`src/hw/rtl/mngs_pkg.sv`:
```
package mngs_pkg;

  // Number of gate ports and width of the gate output field
  localparam int unsigned PortCount = 8;
  localparam int unsigned GateW     = 8;

  // Configuration register fields
  localparam int unsigned ChanW     = 4;
  localparam int unsigned NoteW     = 7;
  localparam int unsigned ChansW    = 32;
  localparam int unsigned NotesW    = 56;
  localparam int unsigned CfgDataW  = 56;
  localparam int unsigned CfgIdxW   = 2;
  localparam int unsigned NoteBase  = 60;

  // Message queue between parser and gate unit
  localparam int unsigned QDepth    = 2;
  localparam int unsigned QPtrW     = (QDepth > 1) ? $clog2(QDepth) : 1;
  localparam int unsigned QCntW     = $clog2(QDepth + 1);

  // Configuration register indexes
  typedef enum logic [CfgIdxW-1:0] {
    CFG_TRIG_CHANNELS = 2'd0,
    CFG_TRIG_NOTES    = 2'd1,
    CFG_INVERT_MASK   = 2'd2
  } cfg_reg_e;

  // Upper nibble of a MIDI status byte
  localparam logic [3:0] ST_NOTE_OFF   = 4'h8;
  localparam logic [3:0] ST_NOTE_ON    = 4'h9;
  localparam logic [3:0] ST_CONTROL    = 4'hB;
  localparam logic [3:0] ST_PROGRAM    = 4'hC;
  localparam logic [3:0] ST_CHAN_PRESS = 4'hD;
  localparam logic [3:0] ST_PITCH_BEND = 4'hE;
  localparam logic [3:0] ST_SYSTEM     = 4'hF;

  // One classified message handed from parser to gate unit (one per byte)
  typedef struct packed {
    logic             done;     // byte completed a reportable message
    logic [7:0]       status;   // running status at completion
    logic [NoteW-1:0] note;     // first parameter
    logic             vel_nz;   // second parameter is nonzero
  } msg_t;

  // Reset value of the trigger notes: 60+i for each port
  function automatic logic [NotesW-1:0] notes_reset();
    logic [NotesW-1:0] v;
    v = '0;
    for (int i = 0; i < NotesW / NoteW; i++) begin
      v[i*NoteW +: NoteW] = NoteW'(NoteBase + i);
    end
    return v;
  endfunction

endpackage

```
`src/hw/rtl/mngs_parser.sv`:
```
module mngs_parser import mngs_pkg::*; (
  input  logic       clk_i,
  input  logic       rst_ni,
  input  logic       accept_i,
  input  logic [7:0] rx_byte_i,
  output msg_t       msg_o
);

  logic [7:0]       run_status_q, run_status_d;
  logic [1:0]       params_exp_q, params_exp_d;
  logic             param_idx_q, param_idx_d;
  logic [NoteW-1:0] store0_q, store0_d;
  logic [NoteW-1:0] store1_q, store1_d;

  logic [3:0] byte_hi;
  logic [3:0] rs_hi;
  logic [1:0] idx_next;

  assign byte_hi  = rx_byte_i[7:4];
  assign rs_hi    = run_status_q[7:4];
  assign idx_next = {1'b0, param_idx_q} + 2'd1;

  always_comb begin
    run_status_d = run_status_q;
    params_exp_d = params_exp_q;
    param_idx_d  = param_idx_q;
    store0_d     = store0_q;
    store1_d     = store1_q;
    msg_o        = '0;
    if (rx_byte_i[7]) begin
      // system bytes leave running status and position alone
      if (byte_hi != ST_SYSTEM) begin
        run_status_d = rx_byte_i;
        params_exp_d = (byte_hi == ST_PROGRAM || byte_hi == ST_CHAN_PRESS) ? 2'd1 : 2'd2;
        param_idx_d  = 1'b0;
      end
    end else begin
      if (param_idx_q) store1_d = rx_byte_i[NoteW-1:0];
      else             store0_d = rx_byte_i[NoteW-1:0];
      if (idx_next >= params_exp_q) begin
        param_idx_d = 1'b0;
        if (rs_hi inside {ST_NOTE_OFF, ST_NOTE_ON, ST_CONTROL, ST_PITCH_BEND}) begin
          msg_o.done = 1'b1;
        end
      end else begin
        param_idx_d = idx_next[0];
      end
    end
    msg_o.status = msg_o.done ? run_status_q : 8'h00;
    msg_o.note   = store0_d;
    msg_o.vel_nz = (store1_d != '0);
  end

  always_ff @(posedge clk_i or negedge rst_ni) begin
    if (!rst_ni) begin
      run_status_q <= '0;
      params_exp_q <= '0;
      param_idx_q  <= 1'b0;
      store0_q     <= '0;
      store1_q     <= '0;
    end else if (accept_i) begin
      run_status_q <= run_status_d;
      params_exp_q <= params_exp_d;
      param_idx_q  <= param_idx_d;
      store0_q     <= store0_d;
      store1_q     <= store1_d;
    end
  end

endmodule

```
`src/hw/rtl/mngs_queue.sv`:
```
module mngs_queue import mngs_pkg::*; (
  input  logic clk_i,
  input  logic rst_ni,
  input  logic push_i,
  input  msg_t push_msg_i,
  output logic full_o,
  input  logic pop_i,
  output logic valid_o,
  output msg_t head_o
);

  msg_t             mem_q [QDepth];
  logic [QPtrW-1:0] wr_ptr_q, rd_ptr_q;
  logic [QCntW-1:0] count_q;

  assign full_o  = (count_q == QCntW'(QDepth));
  assign valid_o = (count_q != '0);
  assign head_o  = mem_q[rd_ptr_q];

  always_ff @(posedge clk_i) begin
    if (push_i) mem_q[wr_ptr_q] <= push_msg_i;
  end

  always_ff @(posedge clk_i or negedge rst_ni) begin
    if (!rst_ni) begin
      wr_ptr_q <= '0;
      rd_ptr_q <= '0;
      count_q  <= '0;
    end else begin
      if (push_i) begin
        wr_ptr_q <= (wr_ptr_q == QPtrW'(QDepth - 1)) ? '0 : wr_ptr_q + QPtrW'(1);
      end
      if (pop_i) begin
        rd_ptr_q <= (rd_ptr_q == QPtrW'(QDepth - 1)) ? '0 : rd_ptr_q + QPtrW'(1);
      end
      case ({push_i, pop_i})
        2'b10:   count_q <= count_q + QCntW'(1);
        2'b01:   count_q <= count_q - QCntW'(1);
        default: count_q <= count_q;
      endcase
    end
  end

endmodule

```
`src/hw/rtl/mngs_gate.sv`:
```
module mngs_gate import mngs_pkg::*; (
  input  logic                clk_i,
  input  logic                rst_ni,
  input  logic                cfg_write_i,
  input  logic [CfgIdxW-1:0]  cfg_index_i,
  input  logic [CfgDataW-1:0] cfg_data_i,
  input  logic                q_valid_i,
  input  msg_t                q_head_i,
  output logic                q_pop_o,
  output logic                out_valid_o,
  input  logic                out_stall_i,
  output logic [GateW-1:0]    gate_out_o,
  output logic                message_done_o,
  output logic [7:0]          message_status_o
);

  logic [ChansW-1:0]    trig_chans_q;
  logic [NotesW-1:0]    trig_notes_q;
  logic [GateW-1:0]     invert_q;
  logic [PortCount-1:0] held_q, held_d;
  logic [PortCount-1:0] match;
  logic [3:0]           msg_hi;

  logic             out_valid_q;
  logic [GateW-1:0] gate_q;
  logic             done_q;
  logic [7:0]       status_q;

  assign msg_hi  = q_head_i.status[7:4];
  assign q_pop_o = q_valid_i && (!out_valid_q || !out_stall_i);

  always_comb begin
    for (int i = 0; i < PortCount; i++) begin
      match[i] = (trig_chans_q[i*ChanW +: ChanW] == q_head_i.status[ChanW-1:0]) &&
                 (trig_notes_q[i*NoteW +: NoteW] == q_head_i.note);
    end
  end

  always_comb begin
    held_d = held_q;
    if (q_head_i.done) begin
      if (msg_hi == ST_NOTE_ON && q_head_i.vel_nz) begin
        held_d = held_q | match;
      end else if (msg_hi == ST_NOTE_ON || msg_hi == ST_NOTE_OFF) begin
        held_d = held_q & ~match;
      end
    end
  end

  always_ff @(posedge clk_i or negedge rst_ni) begin
    if (!rst_ni) begin
      trig_chans_q <= '0;
      trig_notes_q <= notes_reset();
      invert_q     <= '0;
    end else if (cfg_write_i) begin
      case (cfg_reg_e'(cfg_index_i))
        CFG_TRIG_CHANNELS: trig_chans_q <= cfg_data_i[ChansW-1:0];
        CFG_TRIG_NOTES:    trig_notes_q <= cfg_data_i[NotesW-1:0];
        CFG_INVERT_MASK:   invert_q     <= cfg_data_i[GateW-1:0];
        default: ;
      endcase
    end
  end

  always_ff @(posedge clk_i or negedge rst_ni) begin
    if (!rst_ni) begin
      held_q      <= '0;
      out_valid_q <= 1'b0;
    end else begin
      if (q_pop_o) begin
        held_q      <= held_d;
        out_valid_q <= 1'b1;
      end else if (!out_stall_i) begin
        out_valid_q <= 1'b0;
      end
    end
  end

  always_ff @(posedge clk_i) begin
    if (q_pop_o) begin
      gate_q   <= GateW'(held_d ^ invert_q[PortCount-1:0]);
      done_q   <= q_head_i.done;
      status_q <= q_head_i.status;
    end
  end

  assign out_valid_o      = out_valid_q;
  assign gate_out_o       = gate_q;
  assign message_done_o   = done_q;
  assign message_status_o = status_q;

endmodule

```
`src/hw/rtl/midi_note_gate_switcher_core.sv`:
```
// Path: the parser pushes each accepted byte's message into the queue on the accept edge,
//   and the gate unit loads the output register when it pops that entry from the queue.
// Throughput: one byte per cycle while results are taken; the queue and output register
//   absorb short output stalls, and the input stalls only while the queue is full.
// Reset (asynchronous, active low): clears running status, parameter position, gates,
//   queue and output valid; trigger notes return to 60+i, channels and invert mask to 0.
module midi_note_gate_switcher_core import mngs_pkg::*; (
  input  logic                clk_i,
  input  logic                rst_ni,
  // configuration write channel
  input  logic                cfg_valid_i,
  output logic                cfg_ready_o,
  input  logic [CfgIdxW-1:0]  cfg_index_i,
  input  logic [CfgDataW-1:0] cfg_data_i,
  // byte request channel
  input  logic                in_valid_i,
  output logic                in_stall_o,
  input  logic [7:0]          rx_byte_i,
  // result request channel
  output logic                out_valid_o,
  input  logic                out_stall_i,
  output logic [GateW-1:0]    gate_out_o,
  output logic                message_done_o,
  output logic [7:0]          message_status_o
);

  logic in_accept;
  msg_t parsed_msg;
  logic q_full;
  logic q_valid;
  logic q_pop;
  msg_t q_head;

  // Registers are always writable; the user must write only while the block is idle (not enforced here).
  assign cfg_ready_o = 1'b1;

  // Hold off new bytes only while the message queue has no free slot.
  assign in_stall_o = q_full;
  assign in_accept  = in_valid_i && !in_stall_o;

  // Front: track running status and parameters, classify each byte into a message.
  mngs_parser u_parser (
    .clk_i     (clk_i),
    .rst_ni    (rst_ni),
    .accept_i  (in_accept),
    .rx_byte_i (rx_byte_i),
    .msg_o     (parsed_msg)
  );

  // Short queue so parsing and gate update stall independently.
  mngs_queue u_queue (
    .clk_i      (clk_i),
    .rst_ni     (rst_ni),
    .push_i     (in_accept),
    .push_msg_i (parsed_msg),
    .full_o     (q_full),
    .pop_i      (q_pop),
    .valid_o    (q_valid),
    .head_o     (q_head)
  );

  // Back: match ports, advance gate bits, present the result request.
  mngs_gate u_gate (
    .clk_i            (clk_i),
    .rst_ni           (rst_ni),
    .cfg_write_i      (cfg_valid_i && cfg_ready_o),
    .cfg_index_i      (cfg_index_i),
    .cfg_data_i       (cfg_data_i),
    .q_valid_i        (q_valid),
    .q_head_i         (q_head),
    .q_pop_o          (q_pop),
    .out_valid_o      (out_valid_o),
    .out_stall_i      (out_stall_i),
    .gate_out_o       (gate_out_o),
    .message_done_o   (message_done_o),
    .message_status_o (message_status_o)
  );

endmodule
```
`config.mk`:
```
export PLATFORM = sky130hd
export DESIGN_NAME = midi_note_gate_switcher_core
export DESIGN_NICKNAME = d
export VERILOG_FILES = /design/src/hw/rtl/mngs_pkg.sv /design/src/hw/rtl/mngs_parser.sv /design/src/hw/rtl/mngs_queue.sv /design/src/hw/rtl/mngs_gate.sv /design/src/hw/rtl/midi_note_gate_switcher_core.sv
export SDC_FILE = /design/constraint.sdc
export NUM_CORES = 1
export LEC_CHECK = 0
export BUFFER_PORTS_ARGS = -buffer_cell sky130_fd_sc_hd__buf_4
export CAP_MARGIN = 30
export CORE_MARGIN = 2
export CORE_UTILIZATION = 30
export CTS_BUF_LIST = sky130_fd_sc_hd__clkbuf_2
export DETAILED_ROUTE_END_ITERATION = 8
export SYNTH_ARGS = -nofsm -noshare
export SYNTH_HDL_FRONTEND = slang
export SYNTH_HIERARCHICAL = 1
export SYNTH_SLANG_ARGS = --single-unit
export TNS_END_PERCENT = 30
```
`constraint.sdc`:
```
create_clock -name clk_i -period 3.2 [get_ports clk_i]
set_clock_uncertainty 0.05 [all_clocks]
set_input_delay 0.48 -clock clk_i [delete_from_list [all_inputs] [get_ports clk_i]]
set_output_delay 0.48 -clock clk_i [all_outputs]
set_load 0.01 [all_outputs]
```
=== Word level (Yosys, flattened, before mapping) ===
Memory sizes are Yosys's and may differ from the RTL's.
Cells that the tools add are included.

* Memory bits (writable): 34
* Bits in registers: 151
* Memories: 1
* Word-level logic and storage cells: 108
* Input port bits: 71
* Output and inout port bits: 20

* Equality and inequality tests: 32
* Add/sub/neg operators: 5
* Reduce and logical (&&, ||, !) cells: 27
* Magnitude comparators: 1
* Muxes and demuxes: 22
* Bitwise operators: 4

{| class="wikitable"
|+ Memory list
! memory !! depth !! bits a word !! rd ports !! clocked after Yosys merged registers in !! wr ports !! RTL line !! source
|-
| u_queue.mem_q || 2 || 17 || 1 || 0 || 1 || mngs_queue.sv:12 || <nowiki>msg_t mem_q [QDepth];</nowiki>
|}

{| class="wikitable"
|+ Operators with widths
! cell !! number
|-
| $eq A7 B7 Y1 || 8
|-
| $eq A4 B4 Y1 || 8
|-
| $eq A4 B4 Y1 const B || 8
|-
| $mux W8 || 4
|-
| $mux W7 || 4
|-
| $mux W1 || 12
|-
| $logic_and A1 B1 Y1 || 11
|-
| $and A8 B8 Y8 || 1
|-
| $not A8 Y8 || 1
|-
| $or A8 B8 Y8 || 1
|-
| $reduce_and A2 Y1 || 4
|-
| $xor A8 B8 Y8 || 1
|-
| $reduce_bool A7 Y1 || 1
|-
| $eq A2 B2 Y1 const B || 3
|-
| $eq A2 B1 Y1 const B || 2
|-
| $ne A2 B1 Y1 const B || 2
|-
| $ne A4 B4 Y1 const B || 1
|-
| $pmux W2 S2 || 1
|-
| $reduce_bool A2 Y1 || 2
|-
| $reduce_bool A4 Y1 || 1
|-
| $logic_not A1 Y1 || 3
|-
| $logic_or A1 B1 Y1 || 3
|-
| $reduce_and A3 Y1 || 1
|-
| $add A1 B1 Y1 const B || 2
|-
| other kinds (6) || 6
|}

=== Logic depth before layout (Yosys ltp) ===
An unclocked memory read counts as a cell.

* Depth in word-level cells: 9
* Depth in mapped cells: 8
* Gate-level depth less buffers: 7

=== Cells and area by module ===
The synthesis kept the hierarchy.

{| class="wikitable"
|+ By module, submodules not included
! module !! times used !! area an instance (µm²) !! cells an instance
|-
| mngs_gate || 1 || 5983.2 || 439
|-
| mngs_queue || 1 || 1463.9 || 69
|-
| mngs_parser || 1 || 1273.7 || 96
|-
| midi_note_gate_switcher_core || 1 || 25.0 || 3
|}

=== Worst setup path after synthesis ===
OpenSTA, ideal clock, no wires.

* Path type: flip-flop to flip-flop
* Start point: register u_queue.count_q[0]
* End point: register u_gate.held_q[0]
* Data required time: 3.022 ns
* Path slack: 0.532 ns
* Setup time: 0.128 ns
* Stages on the path, launching flop included: 6
* Arrival: 2.490 ns
* Path through: dfrtp_1 -> or2_2 -> a21boi_1 -> nand2_1 -> nor4_1 -> mux2_1

* Word-level cells in the longest chain between the ends: 2

{| class="wikitable"
|+ Ends and longest elaborated chain
! item !! RTL line !! source
|-
| start: declaration || mngs_queue.sv:14 || <nowiki>logic [QCntW-1:0] count_q;</nowiki>
|-
| start signal: assignment || mngs_queue.sv:37 || <nowiki>2'b10: count_q <= count_q + QCntW'(1);</nowiki>
|-
| start signal: assignment || mngs_queue.sv:38 || <nowiki>2'b01: count_q <= count_q - QCntW'(1);</nowiki>
|-
| start signal: assignment || mngs_queue.sv:39 || <nowiki>default: count_q <= count_q;</nowiki>
|-
| $reduce_bool A2 Y1 || mngs_queue.sv:17 || <nowiki>assign valid_o = (count_q != '0);</nowiki>
|-
| via q_valid || midi_note_gate_switcher_core.sv:30 || <nowiki>logic q_valid;</nowiki>
|-
| $logic_and A1 B1 Y1 || mngs_gate.sv:30 || <nowiki>assign q_pop_o = q_valid_i && (!out_valid_q || !out_stall_i);</nowiki>
|-
| via q_pop || midi_note_gate_switcher_core.sv:31 || <nowiki>logic q_pop;</nowiki>
|-
| end signal: assignment || mngs_gate.sv:71 || <nowiki>held_q <= held_d;</nowiki>
|-
| end: declaration || mngs_gate.sv:20 || <nowiki>logic [PortCount-1:0] held_q, held_d;</nowiki>
|}

The timed path passes the listed nets, and every way through them passes these cells.
A chain may end at the register's enable or synchronous reset.

==> results.py <==
metrics = {
    "outcome": {
        "outcome": "finished, final reports clean",
    },
    "layout": {
        "final_cells": 1164,
        "stdcell_area_um2": 10700,
        "drive_gt1_share_pct": 31.3,
        "post-route-util_pct": 37.2,
        "nets": 840,
        "area_growth_pct": 22.1,
    },
    "worst_setup_path": {
        "cp-end-kind": "flop",
        "critPathMaxStageDelay_ns": 0.52,
        "crit_type": "flop to flop",
        "crit_family": "multiplexers",
        "crit_chain": "buf_4 -> mux2_2 -> xnor2_1 -> nand4_1 -> nor4_1 -> mux2_1",
        "setup.worst_path.start_class": "flop",
        "cp_num_cells": 6,
        "reg2reg_to": "u_gate/held_q[1]$_DFFE_PN0P_",
        "r2r_cells": 6,
        "crit_slowest_cell": "mux2_2",
        "timing.rr.start": "u_queue/rd_ptr_q$_DFFE_PN0P_",
        "critPathCapture": "u_gate/held_q[1]$_DFFE_PN0P_",
        "required_ns": 3.84,
        "reg2reg_slack_ns": 0.78,
        "cp_data_arrival_time_ns": 3.07,
        "cp_num_buf_inv": 1,
        "cp_max_fo": 9,
        "startpoint": "u_queue/rd_ptr_q$_DFFE_PN0P_",
    },
    "timing": {
        "timing.final.crit_share_pct": 75.8,
        "slew_viol_final": 0,
        "worst_pin_slew_ns": 0.830,
        "relSlewSlack_pct": 44.7,
        "setup_viol": 0,
        "setup_tns_ns": 0,
        "grt_setup_unrepaired": "no",
        "min_period_ns": 2.42,
        "hold_viol": 0,
        "fmax_mhz": 412,
    },
    "cts": {
        "post_cts_resized": 0,
        "cts_tree": "built",
        "cts_setup_buffers": 0,
        "clk_pin_slew_worst_paths_ns": 0.31,
        "cts_buffer_depth": 2,
        "cts_max_level": 4,
        "clockRootBuffer": "clkbuf_2",
        "cts_buffers": 17,
        "cts.sinks": 185,
        "worstSkewPairLatency_ns": 0.80,
    },
    "routing": {
        "antenna_left": 0,
        "drtIter0Drc": 347,
        "vias": 5309,
        "wl_per_cell_um": 18.4,
        "remaining_drc_errors": 0,
        "drt_wl_total_um": 21500,
        "firstDrtPassIters": 7,
        "vias_per_cell": 4.56,
    },
    "synth": {
        "netlist_area_um2": 8750,
        "seq_area_frac_synth_pct": 56.3,
        "synth_top_family_by_area": "multiplexers",
        "synth_cell_type_count": 53,
        "muxShareOfSynthArea_pct": 20.0,
        "synthXorXnorAreaFrac_pct": 9.51,
        "synth_compound_area_share_pct": 2.55,
        "ys_warn_count": 6,
        "syn_avg_cell_area_um2": 14.4,
        "syn_nets": 681,
        "synth_cells": 607,
        "synth_fa_ha_area_share_pct": 0.429,
        "yosys.area_share.simple_pct": 8.63,
        "ys_seq_elements": 185,
    },
    "job": {
        "drv_cap": 0,
    },
    "floorplanning": {
        "coreArea_um2": 28700,
        "row_count": 62,
        "start_util_pct": 30.5,
        "io_pins": 91,
        "die_area_um2": 30500,
        "die_x_um": 175,
        "fp.dieH_um": 175,
    },
    "placement": {
        "place_congestion": 0.778,
        "port_buffers": 89,
        "dp_hpwl_um": 14900,
        "dp.cells": 1064,
        "placed_cell_area_um2": 9800,
    },
    "global_routing": {
        "grt_pass1_wl_um": 32700,
        "grt_use_total_pct": 14.4,
        "grt_pass1_vias": 5464,
        "grt_max_degree": 65,
        "gr-usage-met1_pct": 19.7,
        "top_usage_layer": "met2",
        "grt_use_met3_pct": 2.74,
        "antenna_found_initial": 1,
        "grt-ovfl-total": 0,
        "use_met2_pct": 23.6,
    },
    "pwr": {
        "finalPower_mw": 7.73,
        "power_density_nw_per_um2": 724,
        "peakVddDrop_v": 0.000399,
        "leakagePower_nw": 4.21,
    },
    "hold_path": {
        "hp-class": "primary input to asynchronous set/reset pin",
    },
}
[synth_stat cells, drive strengths merged]
master | count | area, um2
a2111o | 6 | 67.6
a21boi | 1 | 7.51
a21o | 1 | 7.51
a21oi | 1 | 5.00
a22o | 1 | 8.76
a31oi | 1 | 6.26
a32oi | 2 | 17.5
and2 | 5 | 33.8
and2b | 1 | 7.51
and3 | 1 | 6.26
and4bb | 1 | 12.5
buf | 25 | 208
clkbuf | 1 | 3.75
conb | 1 | 3.75
dfrtp | 106 | 2650
dfstp | 28 | 736
edfxtp | 51 | 1530
ha | 3 | 37.5
inv | 5 | 18.8
mux2 | 149 | 1750
nand2 | 16 | 62.6
nand2b | 14 | 87.6
nand3 | 7 | 35.0
nand3b | 2 | 15.0
nand4 | 20 | 125
nand4b | 1 | 8.76
nand4bb | 1 | 11.3
nor2 | 8 | 37.5
nor2b | 14 | 95.1
nor3 | 3 | 15.0
nor3b | 6 | 50.1
nor4 | 13 | 119
o2111ai | 3 | 32.5
o21a | 1 | 7.51
o21ai | 2 | 10.0
o32ai | 6 | 52.6
or2 | 3 | 18.8
or3 | 1 | 6.26
or4 | 1 | 7.51
xnor2 | 69 | 604
xor2 | 26 | 228
[power breakdown]
group,internal [mW],total (mW),switching [mW]
Sequential,3.20,3.62,0.421
Combinational,1.42,3.01,1.58
Clock,0.231,1.10,0.872
[cells in the final DEF, fill, tap and decap left out, types with 3 or more instances in the layout]
cell type      Yosys  final
nor2b_1           13     13
xnor2_1           69     69
o32ai_1            6      6
nand4_1           20     20
a2111o_1           6      6
dfrtp_1          106    106
mux2_2            53     53
nor4_1             7      7
nor2_1             7      7
edfxtp_1          51     51
and2_1             4      4
xor2_1            26     26
inv_8              0      3
clkinv_4           0      3
mux2_1            78     78
clkbuf_2           0     18
or2_2              3      3
nand2_1           15     15
dfstp_2           28     28
nor3_1             3      3
nor3b_1            5      5
inv_1              5      5
nand3_1            7      7
nor4_2             6      6
dlygate4sd3_1      0     67
ha_1               3      3
buf_4              2     96
clkinv_1           0      3
mux2_4            18     18
nand2b_1          14     14
[layer usage]
metal,vias up,share of wire (%)
met5,-,0
met3,15,3.5
li1,2508,-
met2,108,49
met1,2678,46
met4,0,1.0
[state kept, by name (all words and copies together), names as in the netlist]
name	flops
u_parser/params_exp_q	2
u_gate/gate_out_o	8
u_parser/param_idx_q	1
u_gate/held_q	8
u_gate/invert_q	8
u_queue/mem_q	34
u_parser/store1_q	7
u_gate/out_valid_o	1
u_parser/store0_q	7
u_queue/wr_ptr_q	1
u_queue/count_q	2
u_gate/message_done_o	1
u_gate/message_status_o	8
u_queue/rd_ptr_q	1
u_gate/trig_notes_q	56
u_parser/run_status_q	8
u_gate/trig_chans_q	32
[cell families (layout without fill, tap and decap cells)]
logic type | count (synthesis) | after routing
buf+inv | 31 | 203
compound gates | 25 | 25
xor+xnor | 95 | 95
mux | 149 | 149
flops | 185 | 185
fa+ha+maj | 3 | 3
simple gates | 118 | 118
other cells | 1 | 2
[stage by stage]
stage / worst slack [ns] / hold slack (ns)
final: 0.776 / 0.147
after global routing: 0.612 / 0.0847
after CTS: 0.782 / 0.0982
after detailed placement: 0.822 / 0.423
after global placement: 0.866 / 0.424
after floorplan: 0.532 / 0.134
[timing repair]
action,in CTS,in global routing
setup endpoints to repair,0,0
hold buffers,67,0
hold endpoints to repair,197,0
[area by class of cell]
cell class                      instances  area (um2)
Clock buffer                           18        90.1
Multi-Input combinational cell        391        3610
Antenna cell                            1        2.50
Sequential cell                       185        4920
Inverter                                5        18.8
Timing Repair Buffer                  166        1440
Tap cell                              384         480
Fill cell                            2811       18000
Clock inverter                         14         120
[worst min-delay path by stage]
stage | start | endpoint
after global routing | rst_ni | u_gate/held_q[7]$_DFFE_PN0P_
after global placement | u_queue/count_q[1]$_DFFE_PN0P_ | u_queue/count_q[1]$_DFFE_PN0P_
after CTS | rst_ni | u_gate/held_q[7]$_DFFE_PN0P_
after detailed placement | u_queue/count_q[1]$_DFFE_PN0P_ | u_queue/count_q[1]$_DFFE_PN0P_
final | rst_ni | u_gate/held_q[7]$_DFFE_PN0P_
after floorplan | rst_ni | u_gate/held_q[0]$_DFFE_PN0P_
Note: power is estimated with default switching activity, not from simulation.
